$ cat config.mk
export PLATFORM = sky130hd
export DESIGN_NAME = pfr_hist
export DESIGN_NICKNAME = d
export VERILOG_FILES = /design/src/sv/pfr_pkg.sv /design/src/sv/pfr_cell.sv /design/src/sv/pfr_hist.sv
export SDC_FILE = /design/constraint.sdc
export NUM_CORES = 2
export LEC_CHECK = 0
export BUFFER_PORTS_ARGS = -buffer_cell sky130_fd_sc_hd__buf_4
export CORE_UTILIZATION = 35
export CTS_BUF_LIST = sky130_fd_sc_hd__clkbuf_16
export DETAILED_ROUTE_END_ITERATION = 8
export PLACE_DENSITY = 0.57
export SETUP_SLACK_MARGIN = 0.15
export SKIP_CTS_REPAIR_TIMING = 1
export SLEW_MARGIN = 10
export SYNTH_ARGS = -nofsm -noshare
export SYNTH_HDL_FRONTEND = slang
export SYNTH_SLANG_ARGS = --single-unit
export TNS_END_PERCENT = 100
$ cat constraint.sdc
create_clock -name clk_i -period 2.1 [get_ports clk_i]
set_input_delay 0.42 -clock clk_i [delete_from_list [all_inputs] [get_ports clk_i]]
set_output_delay 0.42 -clock clk_i [all_outputs]
set_load 0.02 [all_outputs]
$ cat src/sv/pfr_pkg.sv
// Package for the polyphase FIR resampler: field widths, op codes, FSM states.
// No dependencies.
`default_nettype none
package pfr_pkg;
  localparam int unsigned SampleW  = 16;
  localparam int unsigned CoefW    = 24;
  localparam int unsigned IdxW     = 11;
  localparam int unsigned AccW     = 21;
  localparam int unsigned ProdW    = SampleW + CoefW;
  localparam int unsigned SumW     = 56;
  localparam int unsigned DefTaps   = 64;
  localparam int unsigned DefPhases = 32;
  localparam int unsigned RunMax   = 25;
  localparam logic [AccW-1:0] OneQ16    = AccW'(65536);
  localparam logic [AccW-1:0] AccMax    = {AccW{1'b1}};
  localparam logic [AccW-1:0] StepReset = AccW'(65536);

  typedef enum logic [1:0] {
    OP_SAMPLE = 2'd0,
    OP_COEF   = 2'd1,
    OP_CLEAR  = 2'd2,
    OP_NONE   = 2'd3
  } op_e;

  typedef enum logic [2:0] {
    ST_IDLE,
    ST_CHECK,
    ST_MAC,
    ST_DRAIN,
    ST_OUT,
    ST_CLEAR
  } state_e;

  // Control that the sequencer hands to the row of history cells.
  typedef struct packed {
    logic shift;   // rotate the ring one place
    logic load;    // write a new sample into the head cell
    logic clear;   // zero every cell
  } hist_ctrl_t;
endpackage
`default_nettype wire

$ cat src/sv/pfr_cell.sv
// One history cell: holds a sample and passes it to its neighbour on a shift.
// Depends on pfr_pkg.
`default_nettype none
module pfr_cell
  import pfr_pkg::*;
(
  input  wire logic                      clk_i,
  input  wire logic                      rst_ni,
  input  wire hist_ctrl_t                ctrl_i,
  input  wire logic signed [SampleW-1:0] prev_i,
  input  wire logic signed [SampleW-1:0] new_i,
  input  wire logic                      head_i,
  output logic signed [SampleW-1:0]      data_o
);
  logic signed [SampleW-1:0] data_q, data_d;

  // The head cell takes the new sample on a load; others take their neighbour.
  always_comb begin
    data_d = data_q;
    if (ctrl_i.clear) begin
      data_d = '0;
    end else if (ctrl_i.load) begin
      data_d = head_i ? new_i : prev_i;
    end else if (ctrl_i.shift) begin
      data_d = prev_i;
    end
  end

  always_ff @(posedge clk_i or negedge rst_ni) begin
    if (!rst_ni) begin
      data_q <= '0;
    end else begin
      data_q <= data_d;
    end
  end

  assign data_o = data_q;
endmodule
`default_nettype wire

$ cat src/sv/pfr_hist.sv
// Ring of history cells, newest sample at cell 0, rotated once per tap.
// Depends on pfr_pkg and pfr_cell.
`default_nettype none
module pfr_hist
  import pfr_pkg::*;
#(
  parameter int unsigned Taps = DefTaps
) (
  input  wire logic                      clk_i,
  input  wire logic                      rst_ni,
  input  wire hist_ctrl_t                ctrl_i,
  input  wire logic signed [SampleW-1:0] sample_i,
  output logic signed [SampleW-1:0]      head_o
);
  logic signed [SampleW-1:0] cell_data [Taps];

  // A load shifts the ring one place older and puts the sample at the head.
  // A shift rotates towards the head, so Taps shifts restore the order.
  for (genvar i = 0; i < Taps; i++) begin : g_cell
    logic signed [SampleW-1:0] prev;
    if (i == Taps - 1) begin : g_last
      assign prev = ctrl_i.load ? cell_data[i-1] : cell_data[0];
    end else if (i == 0) begin : g_first
      assign prev = cell_data[1];
    end else begin : g_mid
      assign prev = ctrl_i.load ? cell_data[i-1] : cell_data[i+1];
    end
    pfr_cell u_cell (
      .clk_i  (clk_i),
      .rst_ni (rst_ni),
      .ctrl_i (ctrl_i),
      .prev_i (prev),
      .new_i  (sample_i),
      .head_i (i == 0),
      .data_o (cell_data[i])
    );
  end

  assign head_o = cell_data[0];
endmodule
`default_nettype wire

==> summary.md <==
| Metric | Value |
|---|---|
| Initial Util | 35.4% |
| Vias in the first global route | 36.4k |
| Final instance area | 59,500 um2 |
| Root Buffer | clkbuf_16 |
| Final Hold Viols | 0 |
| Worst Reg2Reg Path Length in Cells | 2 |
| Min Hold Slack | 0.00143 ns |
| Crit-path max cell delay | 0.56 ns |
| Post-synth top area cell | dfrtp_1 |
| Main area contributors after synthesis | dfrtp_1 49%, mux2i_1 20%, a211oi_1 15%, nor2b_1 12%, clkbuf_1 2.2% |
| Area after DPL | 55,900 um2 |
| DIE WIDTH | 389 um |
| First-pass GRT wire length | 194 mm |
| Die area | 151,000 um2 |
| Vias | 34.2k |
| CTS HTree Levels | 3 |
| Clk_lat worst skew | 0.71 ns |
| PD cells | 791 nW/um2 |
| F_max | 524 MHz |
| VDD IR-drop max | 0.000722 V |
| CTS max path bufs | 3 |
| Cts bufs inserted | 114 |
| Leak | 0.0265 uW |
| Min-Delay Path Class | input port to flip-flop |
| Clock skew | 0.0186 ns |
| Final critical-path required period | 1.91 ns |
| DIE HEIGHT | 389 um |
| Top delay family on crit path | flip-flops |
| Reg2reg start | g_cell[0].u_cell.data_o[11]$_DFFE_PN0P_ |
| Setup crit end kind | output pin |
| Required @ worst endpoint | 1.68 ns |
| Via density | 5.25 |
| Drt wl/cell | 17.2 um |
| Sequential share of the synthesized area | 48.9% |
| Total Wirelength | 112 mm |
| Layout Nets | 4,513 |
| Critical path arrival | 1.49 ns |
| GRT Resource Usage Total | 14.9% |
| RD Place Congestion | 0.737 |
| Clock Sinks | 1,024 |
| Proportion of layout cells with a drive suffix above 1 | 9.64% |
| Port bufs | 36 |
| CTS tree | yes |
| GR Overflow Total | 0 |
| Slew headroom | 63.8% |
| Syn Std Cell Area | 52,400 um2 |
| Fillers | 14.2k |
| Power Total | 47,100 uW |
| WS Path Type | flip-flop to output pin |
| Crit start category | flip-flop |
| # rows | 141 |
| End of the worst hold path | g_cell[0].u_cell.data_o[3]$_DFFE_PN0P_ |
| R2r setup slk | 1.07 ns |
| Initial antenna violation count | 1 |
| DPL Wire Length | 67.6 mm |
| Outcome | complete, no violations |
| Core area | 148,000 um2 |
| Crit path max-delay cell type | dfrtp_1 |
| #FFs+latches synth | 1,024 |
| Most frequent cells in the layout | 1,024 x mux2i_1, 1,024 x nor2b_1, 1,024 x a211oi_1, 1,024 x dfrtp_1, 159 x buf_4 |
| Initial DRT Pass Iterations | 5 |
| Synth unique cells | 10 |
| YS warnings | 0 |
| Routed Antenna Nets | 0 |
| Syn Area/Cell | 11.5 um2 |
| Post-route DRC | 0 |
| Hold Crit Start | sample_i[3] |
| Worst R2R End | g_cell[0].u_cell.data_o[11]$_DFFE_PN0P_ |
| Period Utilization, post-route | 90.8% |
| Max-cap violation count | 0 |
| Synth top area share | 48.9% |
| Multi-input combinational cell area | 24,300 um2 |
| Largest net degree at the start of global routing | 114 |
| Final slew viol count | 0 |
| Worst-path cell chain | buf_4 |
| Iteration-0 DRC Markers | 1,943 |
| Clk pin slew, worst setup/hold paths | 0.06 ns |
| Unrepaired setup endpoints after global routing | no |
| Final Setup Violations | 0 |
| Maximum fanout along the worst path | 4 |
| FF+latch area | 25,600 um2 |
| Setup TNS | 0 ns |
| Max reg flops | 1,024 |
| Least-Margin Pin Slew | 0.543 ns |
| Post-synthesis instance total | 4,568 |
| IO Count | 37 |
| WHS Path Cells | 3 |
| Buf+Inv Stages, Crit Path | 1 |
| Syn nets | 4,589 |
| Area delta synth->final | 13.6% |
[worst max path at each step]
stage,depth (start not counted),startpoint,end,slack (ns)
after floorplan,6,ctrl_i[1],g_cell[10].u_cell.data_o[0]$_DFFE_PN0P_,0.59
after global placement,5,ctrl_i[1],g_cell[36].u_cell.data_o[6]$_DFFE_PN0P_,0.36
after detailed placement,5,ctrl_i[1],g_cell[39].u_cell.data_o[3]$_DFFE_PN0P_,0.35
after CTS,1,g_cell[0].u_cell.data_o[11]$_DFFE_PN0P_,head_o[11],0.14
after global routing,1,g_cell[0].u_cell.data_o[11]$_DFFE_PN0P_,head_o[11],0.16
final,1,g_cell[0].u_cell.data_o[11]$_DFFE_PN0P_,head_o[11],0.19
[cell usage after synthesis]
cell type,n
inv_2,1
a211oi_1,1024
nor2b_1,1024
buf_6,44
clkbuf_1,302
buf_1,26
buf_2,20
dfrtp_1,1024
buf_4,79
mux2i_1,1024
[area by class of cell]
cell class / count / area share [%]
tap: 1930 / 4.06
timing repair buffer: 279 / 5.96
clock inverter: 94 / 1.14
inverter: 1 / 0.0189
multi-input combinational: 3072 / 40.9
clock buffer: 116 / 4.88
sequential: 1024 / 43.0
antenna: 1 / 0.00420
[metal layers]
layer,part of all wire [%],vias up,global-route usage (%)
met2,44,254,22.9
met5,0,-,0
li1,-,16542,-
met3,2.4,128,1.88
met1,52,17316,22.0
met4,1.7,0,3.69
[where the power goes]
group,switching (uW),internal (uW),total [uW]
registers,1060,21000,22000
clock network,8370,11000,19300
logic,3080,2640,5720
total,12500,34600,47100
[through the flow]
stage	std cells	setup WS, ns	util, %
final	6517	0.193	40.2
after global routing	6517	0.159	40.2
after CTS	6512	0.143	40.1
after detailed placement	6302	0.348	37.7
after global placement	6302	0.364	37.7
after floorplan	4568	0.591	-
[cells by family after synthesis]
kind of cell / after synthesis / share of synthesized area (%)
AO/OA/AOI/OAI: 1024 / 14.7
multiplexers: 1024 / 19.6
flip-flops: 1024 / 48.9
buffers and inverters: 472 / 4.63
AND/OR/NAND/NOR: 1024 / 12.2
(Power assumes the default switching activity.)
